===== config.mk =====
export PLATFORM = sky130hd
export DESIGN_NAME = button_debounce_long_press_core
export DESIGN_NICKNAME = d
export VERILOG_FILES = /design/src/rtl/bdlp_pkg.sv /design/src/rtl/button_debounce_long_press_core.sv
export SDC_FILE = /design/constraint.sdc
export NUM_CORES = 1
export LEC_CHECK = 0
export BUFFER_PORTS_ARGS = -buffer_cell sky130_fd_sc_hd__buf_2
export CORE_MARGIN = 3
export CORE_UTILIZATION = 55
export CTS_BUF_LIST = sky130_fd_sc_hd__clkbuf_8 sky130_fd_sc_hd__clkbuf_16
export CTS_CLUSTER_DIAMETER = 150
export DETAILED_ROUTE_END_ITERATION = 7
export GPL_ROUTABILITY_DRIVEN = 0
export GPL_TIMING_DRIVEN = 0
export PLACE_DENSITY = 0.74
export SETUP_SLACK_MARGIN = 0.1
export SYNTH_ARGS = -nofsm -noshare
export SYNTH_HDL_FRONTEND = slang
export SYNTH_SLANG_ARGS = --single-unit

===== constraint.sdc =====
create_clock -name clk -period 18.95 [get_ports clk]
set_input_delay 2.8425 -clock clk [delete_from_list [all_inputs] [get_ports clk]]
set_output_delay 2.8425 -clock clk [all_outputs]
set_load 0.005 [all_outputs]

===== src/rtl/bdlp_pkg.sv =====
// Shared types and constants for the button debounce / long-press core.
// Field widths, register indexes, reset values and result codes.
// No dependencies.
`timescale 1ns / 1ps

package bdlp_pkg;

  // Field widths
  localparam int unsigned CountW = 8;
  localparam int unsigned TimeW  = 32;
  localparam int unsigned CodeW  = 2;

  // Stream payload widths, padded to whole bytes
  localparam int unsigned InDataW  = 40;  // raw_level + time_ms = 33 bits
  localparam int unsigned OutDataW = 8;   // action + feedback = 4 bits

  // Configuration port widths
  localparam int unsigned CfgIndexW = 8;
  localparam int unsigned CfgDataW  = 32;

  // Register indexes
  localparam logic [CfgIndexW-1:0] RegDebounceTicks = 8'd0;
  localparam logic [CfgIndexW-1:0] RegPortalHoldMs  = 8'd1;
  localparam logic [CfgIndexW-1:0] RegResetHoldMs   = 8'd2;
  localparam logic [CfgIndexW-1:0] RegStartPressed  = 8'd3;

  // Register reset values
  localparam logic [CountW-1:0] DebounceTicksRst = 8'd5;
  localparam logic [TimeW-1:0]  PortalHoldMsRst  = 32'd3000;
  localparam logic [TimeW-1:0]  ResetHoldMsRst   = 32'd10000;
  localparam logic              StartPressedRst  = 1'b0;

  // Action / feedback codes
  typedef enum logic [CodeW-1:0] {
    GRADE_NONE   = 2'd0,
    GRADE_PORTAL = 2'd1,
    GRADE_RESET  = 2'd2
  } grade_t;

endpackage


===== src/rtl/button_debounce_long_press_core.sv =====
// Top level of the button debounce / long-press core.
// Debounce counter, press timer, threshold grading and output register.
// Depends on bdlp_pkg.
`timescale 1ns / 1ps

// Each input beat is one sample tick: tdata bit 0 is the raw button level
// (1 = pressed) and bits 32:1 a free-running millisecond timestamp. Every
// accepted beat produces exactly one output beat carrying action (on the
// debounced release: none, portal or reset) and feedback (while held: the
// highest threshold passed). The level is debounced by debounce_ticks equal
// samples; a button held at start (start_pressed) is ignored until its first
// debounced release, and writing start_pressed reloads the start state.
// Each output beat appears in the cycle after its input beat, and one beat can be
// taken every clock: the debounce compare, the 32-bit hold-time subtract and
// the two threshold compares sit between the sample state and the output
// register. The input is stalled only while an output beat waits unread.
// Configuration writes are always ready and take effect at once; write them
// only while no beat is in flight.
module button_debounce_long_press_core (
  input  logic                             clk,
  input  logic                             rst,
  // input stream
  input  logic                             s_axis_tvalid,
  output logic                             s_axis_tready,
  input  logic [bdlp_pkg::InDataW-1:0]     s_axis_tdata,   // [0] raw_level, [32:1] time_ms
  // output stream
  output logic                             m_axis_tvalid,
  input  logic                             m_axis_tready,
  output logic [bdlp_pkg::OutDataW-1:0]    m_axis_tdata,   // [1:0] action, [3:2] feedback
  // configuration writes
  input  logic                             cfg_valid,
  output logic                             cfg_ready,
  input  logic [bdlp_pkg::CfgIndexW-1:0]   cfg_index,
  input  logic [bdlp_pkg::CfgDataW-1:0]    cfg_data
);

  import bdlp_pkg::*;

  // Configuration registers
  logic [CountW-1:0] debounce_ticks;
  logic [TimeW-1:0]  portal_hold_ms;
  logic [TimeW-1:0]  reset_hold_ms;
  logic              start_pressed;

  // Sample state
  logic              ignore_until_release;
  logic              last_raw;
  logic [CountW-1:0] stable_count;
  logic              stable_level;
  logic              prev_pressed;
  logic [TimeW-1:0]  press_start_time;

  // Next-state values for one accepted beat
  logic              ignore_next;
  logic [CountW-1:0] stable_count_next;
  logic              stable_level_next;
  logic [TimeW-1:0]  press_start_time_next;
  grade_t            action_next;
  grade_t            feedback_next;

  // Output register
  grade_t            action;
  grade_t            feedback;

  logic              raw_in;
  logic [TimeW-1:0]  now_in;
  logic [CountW-1:0] count_base;
  logic [TimeW-1:0]  held;
  grade_t            held_grade;
  logic              in_beat;
  logic              cfg_beat;
  logic              start_load;

  assign raw_in = s_axis_tdata[0];
  assign now_in = s_axis_tdata[TimeW:1];

  assign s_axis_tready = !m_axis_tvalid || m_axis_tready;
  assign in_beat       = s_axis_tvalid && s_axis_tready;
  assign cfg_ready     = 1'b1;
  assign cfg_beat      = cfg_valid && cfg_ready;
  assign start_load    = cfg_beat && (cfg_index == RegStartPressed);

  // Debounce, press timing and grading for the incoming sample
  always_comb begin
    count_base = (raw_in != last_raw) ? '0 : stable_count;
    stable_count_next = count_base;
    stable_level_next = stable_level;
    if (count_base < debounce_ticks) begin
      stable_count_next = count_base + 1'b1;
      if (stable_count_next >= debounce_ticks) begin
        stable_level_next = raw_in;
      end
    end

    ignore_next           = ignore_until_release;
    press_start_time_next = press_start_time;
    if (!ignore_until_release && stable_level_next && !prev_pressed) begin
      press_start_time_next = now_in;
    end
    held = now_in - press_start_time_next;

    if (held >= reset_hold_ms) begin
      held_grade = GRADE_RESET;
    end else if (held >= portal_hold_ms) begin
      held_grade = GRADE_PORTAL;
    end else begin
      held_grade = GRADE_NONE;
    end

    action_next   = GRADE_NONE;
    feedback_next = GRADE_NONE;
    if (ignore_until_release) begin
      if (!stable_level_next) begin
        ignore_next = 1'b0;
      end
    end else if (stable_level_next) begin
      feedback_next = held_grade;
    end else if (prev_pressed) begin
      action_next = held_grade;
    end
  end

  // Configuration, sample state and output register
  always_ff @(posedge clk) begin
    if (rst) begin
      debounce_ticks       <= DebounceTicksRst;
      portal_hold_ms       <= PortalHoldMsRst;
      reset_hold_ms        <= ResetHoldMsRst;
      start_pressed        <= StartPressedRst;
      ignore_until_release <= StartPressedRst;
      last_raw             <= StartPressedRst;
      stable_count         <= DebounceTicksRst;
      stable_level         <= StartPressedRst;
      prev_pressed         <= StartPressedRst;
      press_start_time     <= '0;
      m_axis_tvalid        <= 1'b0;
    end else begin
      m_axis_tvalid <= in_beat || (m_axis_tvalid && !m_axis_tready);
      if (cfg_beat) begin
        case (cfg_index)
          RegDebounceTicks: debounce_ticks <= cfg_data[CountW-1:0];
          RegPortalHoldMs:  portal_hold_ms <= cfg_data[TimeW-1:0];
          RegResetHoldMs:   reset_hold_ms  <= cfg_data[TimeW-1:0];
          RegStartPressed:  start_pressed  <= cfg_data[0];
          default: ;
        endcase
      end
      if (start_load) begin
        // reload the start state with the new level
        ignore_until_release <= cfg_data[0];
        last_raw             <= cfg_data[0];
        stable_count         <= debounce_ticks;
        stable_level         <= cfg_data[0];
        prev_pressed         <= cfg_data[0];
        press_start_time     <= '0;
      end else if (in_beat) begin
        ignore_until_release <= ignore_next;
        last_raw             <= raw_in;
        stable_count         <= stable_count_next;
        stable_level         <= stable_level_next;
        prev_pressed         <= stable_level_next;
        press_start_time     <= press_start_time_next;
      end
    end
  end

  // Result payload, no reset needed
  always_ff @(posedge clk) begin
    if (in_beat) begin
      action   <= action_next;
      feedback <= feedback_next;
    end
  end

  assign m_axis_tdata = {{(OutDataW - 2*CodeW){1'b0}}, feedback, action};

`ifndef SYNTHESIS
  // a beat always yields a result in the next cycle
  a_result_follows: assert property (@(posedge clk) disable iff (rst)
    in_beat |=> m_axis_tvalid)
    else $error("accepted beat produced no result");

  // release action and hold feedback are exclusive
  a_exclusive: assert property (@(posedge clk) disable iff (rst)
    m_axis_tvalid |-> (action == GRADE_NONE || feedback == GRADE_NONE))
    else $error("action and feedback both set");

  // an ignored press reports nothing
  a_ignored_quiet: assert property (@(posedge clk) disable iff (rst)
    (in_beat && ignore_until_release && !cfg_beat)
      |=> (action == GRADE_NONE && feedback == GRADE_NONE))
    else $error("output while ignoring held button");

  // no action unless the debounced level just fell
  a_action_on_release: assert property (@(posedge clk) disable iff (rst)
    (in_beat && !cfg_beat && !(prev_pressed && !stable_level_next))
      |=> action == GRADE_NONE)
    else $error("action without a debounced release");

  // start_pressed write reloads the state
  a_start_load: assert property (@(posedge clk) disable iff (rst)
    (cfg_beat && cfg_index == RegStartPressed)
      |=> (stable_level == start_pressed && ignore_until_release == start_pressed))
    else $error("start state not reloaded");
`endif

endmodule

Word-level counts from Yosys, hierarchy flattened
Cells that the tools add are included.
{"block": "classes", "add_sub_neg": 2, "order_cmp": 4, "eq_ne": 4, "muxes": 17, "bitwise": 2, "n_reduce_logical": 19}
{"cell": "32-bit greater-or-equal comparator", "n": 2}
{"cell": "32-bit 2-to-1 mux", "n": 1}
{"cell": "8-bit 2-to-1 mux", "n": 4}
{"cell": "32-bit subtractor", "n": 1}
{"cell": "8-bit by 2-bit equality test with 1-bit output, second input constant", "n": 2}
{"cell": "1-bit 2-to-1 mux", "n": 11}
{"cell": "8-bit by 1-bit adder with 8-bit output, second input constant", "n": 1}
{"cell": "8-bit by 1-bit equality test with 1-bit output, second input constant", "n": 1}
{"cell": "8-bit greater-or-equal comparator", "n": 1}
{"cell": "8-bit logical NOT", "n": 1}
{"cell": "8-bit < comparator", "n": 1}
{"cell": "2-bit AND reduction", "n": 3}
{"cell": "1-bit logical AND", "n": 5}
{"cell": "1-bit logical NOT", "n": 4}
{"cell": "2-bit OR reduction", "n": 2}
{"cell": "3-bit OR reduction", "n": 1}
{"cell": "1-bit logical OR", "n": 2}
{"cell": "2-bit 2-to-1 mux", "n": 1}
{"cell": "1-bit NOT", "n": 2}
{"cell": "2-bit nonzero test", "n": 1}
{"cell": "1-bit != test", "n": 1}
{"block": "totals", "reg_bits": 120, "out_inout_bits": 11, "wordCells": 59}

Longest topological paths before layout
{"block": "depth", "word_depth": 13, "mapped_depth": 36}

Least setup slack after synthesis
No wires, ideal clock.
{"block": "synth_timing", "path_kind": "input port to flip-flop", "start": "input port s_axis_tdata[0] in the netlist's numbering", "end": "register feedback[0], data pin", "setup_ns": 0.157, "t_arrival_ns": 9.419, "t_required_ns": 18.793, "setup_slack_ns": 9.374, "cell_stages": 35, "path_cell_list": "xnor2_1 -> nand2_1 -> inv_1 -> ha_1 -> nand3_1 -> nor2_1 -> xnor2_1 -> ha_1 -> a41oi_1 -> a21oi_1 -> a21oi_2 -> nor3_2 -> buf_2 -> mux2i_1 -> ha_1 -> a21o_1 -> or3_1 -> o2111ai_1 -> o211a_1 -> o21ai_2 -> a21oi_1 -> o21bai_1 -> a21oi_1 -> xnor2_1 -> ha_1 -> a21o_1 -> a21o_1 -> a21o_1 -> a21o_1 -> a21o_1 -> a21o_1 -> a21o_1 -> a211oi_1 -> o31ai_1 -> nor3_1"}
{"block": "synth_between", "elab_chain_cells": 13, "elab_cells_between_ends": 17, "cone_classes": "2 x add/sub; 4 x order compare; 1 x eq/ne; 6 x mux; 1 x bitwise; 3 x reduce/logical"}
{"element": "start: declaration", "line": "button_debounce_long_press_core.sv:25", "text": "input logic [bdlp_pkg::InDataW-1:0] s_axis_tdata,"}
{"element": "1-bit != test", "line": "button_debounce_long_press_core.sv:85", "text": "count_base = (raw_in != last_raw) ? '0 : stable_count;"}
{"element": "8-bit 2-to-1 mux", "line": "button_debounce_long_press_core.sv:85"}
{"element": "8-bit by 1-bit adder with 8-bit output", "line": "button_debounce_long_press_core.sv:89", "text": "stable_count_next = count_base + 1'b1;"}
{"element": "8-bit greater-or-equal comparator", "line": "button_debounce_long_press_core.sv:90", "text": "if (stable_count_next >= debounce_ticks) begin"}
{"element": "1-bit 2-to-1 mux", "line": "button_debounce_long_press_core.sv:90"}
{"element": "1-bit 2-to-1 mux (*)", "line": "button_debounce_long_press_core.sv:88", "text": "if (count_base < debounce_ticks) begin"}
{"element": "1-bit logical AND (2 in series)", "line": "button_debounce_long_press_core.sv:97", "text": "if (!ignore_until_release && stable_level_next && !prev_pressed) begin"}
{"element": "32-bit 2-to-1 mux", "line": "button_debounce_long_press_core.sv:97"}
{"element": "32-bit subtractor", "line": "button_debounce_long_press_core.sv:100", "text": "held = now_in - press_start_time_next;"}
{"element": "32-bit greater-or-equal comparator", "line": "button_debounce_long_press_core.sv:104", "text": "end else if (held >= portal_hold_ms) begin"}
{"element": "1-bit 2-to-1 mux", "line": "button_debounce_long_press_core.sv:104"}
{"element": "2-bit 2-to-1 mux", "line": "button_debounce_long_press_core.sv:102", "text": "if (held >= reset_hold_ms) begin"}
{"element": "end signal: assignment", "line": "button_debounce_long_press_core.sv:171", "text": "feedback <= feedback_next;"}
{"element": "end: declaration", "line": "button_debounce_long_press_core.sv:63", "text": "grade_t feedback;"}
Mark *: on every way between the ends. The rest lies on a longest branch, timed or not.
A chain may end at the register's enable or synchronous reset.

Worst setup path after layout
Same ends and word-level chain as after synthesis.

==> impl_metrics.toml <==
[clock_network]
cts_num_sinks = 120
insertion_delay_ns = 0.43
cts_hold_buf = 0
cts_resized = 0
tritoncts = "done"
clockRootBuffer = "clkbuf_16"
cts_made_buffers = 17
cts-htree-levels = 4
clkSlewWorstSetupHoldPaths_ns = 0.06
cts_buffer_depth = 2
post_cts_buffers = 0

[drt]
routed_wl_mm = 21.45
vias = 7590
dr_wl_met2_mm = 9.823
met1_length_mm = 10.15
dr.pass1.iters = 5
vias_per_cell = 5.593
top_layer_used = "met5"
drc = 0
wl_per_cell_um = 15.80
met3WireLength_mm = 1.165
ant_nets = 0
drtIter0Drc = 446

[logic_synthesis]
syn_area_um2 = 8397
synthCells = 1055
synth-edff-count = 4
synth_ff_type = "dfxtp_1"
ys_types = 58
ys_ff_latch = 120
yosysSeqAreaShare_pct = 29.09
yosys_warnings = 0
avgSynthCellArea_um2 = 7.959
async_reset_ff_share_pct = 0

[final_layout]
drive_above_1_share_pct = 12.45
fin_nets = 1358
antennaDiodeCount = 0
fill_cells = 1328
syn2layout_area_growth_pct = 15.48
design_area_um2 = 9697
post-route-util_pct = 65.72

[power_and_ir_drop]
clkPwrFrac_pct = 37.6
p_sw_uw = 308.7
switching_share_pct = 32.71
p_total_uw = 943.7
p_leak_uw = 0.004081
irDropWorstVdd_uv = 63.59
p_comb_share_pct = 34.1
pwr-share-seq_pct = 28.3
power.internal_uw = 635.0
power.density_nw_per_um2 = 97.32

[place]
hpwlAfterDp_mm = 16.41
placed_area_um2 = 9054
portBuffers = 83

[timing]
post-route-period-util_pct = 58.59
skew_ns = 0.01087
timing.fmax_mhz = 90.07
setup_viol = 0
report.final.slew_viol_count = 0
max_slew_margin_pct = 39.65
setup_tns_ns = 0
rsz0062_at_grt = "false"
tightest_slew_ns = 0.9019
fin_crit_ns = 11.10
final-hold-violation-count = 0

[setup_path]
path_buf_inv = 3
cpMaxStageDelayCell = "xnor2_1"
crit_top_cell = "a21o_1"
r2r-end = "feedback[0]"
worst-path-max-fanout = 10
cp.arrival_ns = 11.36
cp-end-kind = "flop"
worstSetupStartpointType = "input pin"
crit_start = "s_axis_tdata[0]"
rr_worst_depth = 36
cp_data_required_time_ns = 19.21
cp_slowest_stage_delay_ns = 0.61
r2r_slack_ns = 10.06
critPathTopFamily = "compound AO/OA/AOI/OAI gates"
path_class = "input pin to flop"
regToRegStartpoint = "last_raw"

[floorplanning]
io_pins = 96
core_area_um2 = 14750
die_height_um = 129.6
rows = 44
dieArea_um2 = 16790
die_x_um = 129.6
start_util_pct = 56.91

[global_route]
antenna_found_initial = 1
grt_pass1_vias = 7233
overflow = 0
grt_pass1_wl_mm = 35.36
grt_max_degree = 17
grt_use_total_pct = 26.54

[min_path]
hp-start = "reset_hold_ms[30]"
hold_end = "reset_hold_ms[30]"
hp-class = "flop to flop"
min_path_cells = 2

[run]
maxCapViolations = 0

[outcome]
outcome = "completed"
-- power groups by stage --
| stage | clock (µW) | combinational [µW] | sequential (µW) |
|---|---|---|---|
| floorplan | 0 | 235 | 271 |
| global placement | 0 | 308 | 271 |
| detailed placement | 0 | 314 | 272 |
| CTS | 358 | 319 | 266 |
| finish | 355 | 322 | 267 |
| global route | 369 | 364 | 267 |
-- stage by stage --
stage | std cells | hold slack [ns] | worst slack (ns)
global placement | 1325 | 0.4409 | 7.702
detailed placement | 1325 | 0.4475 | 7.651
CTS | 1357 | 0.4557 | 7.923
finish | 1357 | 0.4541 | 7.848
floorplan | 1058 | 0.4354 | 9.374
global route | 1357 | 0.4677 | 7.227
-- cells by family (layout without fill, tap and decap cells) --
family | after synthesis | after routing | share of synthesized area (%)
AND/OR/NAND/NOR | 341 | 341 | 18.16
AO/OA/AOI/OAI | 266 | 266 | 20.50
buffers and inverters | 135 | 250 | 6.407
flip-flops | 120 | 120 | 29.09
adder cells (fa/ha/maj) | 113 | 113 | 16.93
multiplexers | 43 | 43 | 5.171
XOR/XNOR | 35 | 35 | 3.651
other | 2 | 5 | 0.08944
-- cell usage in the layout, fill, tap and decap left out, types with 7 or more instances in the layout --
master / count
nor2_1: 79
clkbuf_1: 28
a21oi_1: 104
nand3_1: 9
xnor2_1: 24
o21bai_1: 8
nor2b_1: 15
a211o_1: 9
o21ai_0: 26
nand4_1: 14
mux2i_1: 40
o211ai_1: 8
nand2b_1: 8
dfxtp_1: 116
and3_1: 8
clkbuf_16: 17
nand2_1: 166
a211oi_1: 40
a21o_1: 38
inv_1: 88
nand3b_1: 8
buf_2: 93
xor2_1: 11
and2_1: 8
nor3_1: 7
ha_1: 112
-- worst register-to-register path: cells and delay by family (launching register included) --
family / cells / cell delay, ns
AOI/OAI and AO/OA: 20 / 3.91
adders and majority gates: 4 / 1.14
muxes: 1 / 0.39
buffers and inverters: 2 / 0.53
xor gates and xnor gates: 3 / 0.98
and+or+nand+nor: 6 / 1.43
DFF: 1 / 0.34
-- cell type report --
| class | count | area, µm² | share of cell area [%] |
|---|---|---|---|
| clock buffer | 18 | 439.2 | 4.529 |
| multi-input combinational | 803 | 5428 | 55.97 |
| tap | 184 | 230.2 | 2.374 |
| sequential | 120 | 2442 | 25.19 |
| inverter | 88 | 330.3 | 3.406 |
| timing repair buffer | 83 | 415.4 | 4.284 |
| clock inverter | 14 | 203.9 | 2.103 |
| buffer | 47 | 207.7 | 2.142 |
-- per-layer routing --
metal | global-route usage (%) | up-vias
li1 | - | 3882
met1 | 35.72 | 3484
met5 | 0 | -
met4 | 7.641 | 2
met3 | 4.452 | 26
met2 | 43.98 | 196
-- flip-flops by register name, summed over array words and instances, names as in the netlist --
name                  flops
portal_hold_ms           32
press_start_time         32
reset_hold_ms            32
debounce_ticks            8
stable_count              8
action                    2
feedback                  2
ignore_until_release      1
last_raw                  1
m_axis_tvalid             1
prev_pressed              1
-- Yosys cell counts (8+ instances only) --
library cell | instances | area share, %
a211o_1 | 9 | 0.94
a211oi_1 | 40 | 3.6
a21o_1 | 38 | 3.4
a21oi_1 | 104 | 6.2
and2_1 | 8 | 0.60
and3_1 | 8 | 0.60
buf_2 | 10 | 0.60
clkbuf_1 | 28 | 1.3
dfxtp_1 | 116 | 28
ha_1 | 112 | 17
inv_1 | 88 | 3.9
mux2i_1 | 40 | 4.8
nand2_1 | 166 | 7.4
nand2b_1 | 8 | 0.60
nand3_1 | 9 | 0.54
nand3b_1 | 8 | 0.72
nand4_1 | 14 | 1.0
nor2_1 | 79 | 3.5
nor2b_1 | 15 | 1.1
o211ai_1 | 8 | 0.72
o21ai_0 | 26 | 1.5
o21bai_1 | 8 | 0.72
xnor2_1 | 24 | 2.5
xor2_1 | 11 | 1.1
-- worst max path at each step --
stage | endpoint | depth (start not counted)
after floorplan | feedback[0] | 35
after global placement | feedback[0] | 36
after detailed placement | feedback[0] | 36
after CTS | feedback[0] | 37
after global routing | feedback[0] | 37
final | feedback[0] | 37
Power figures use the tool's default switching activity.
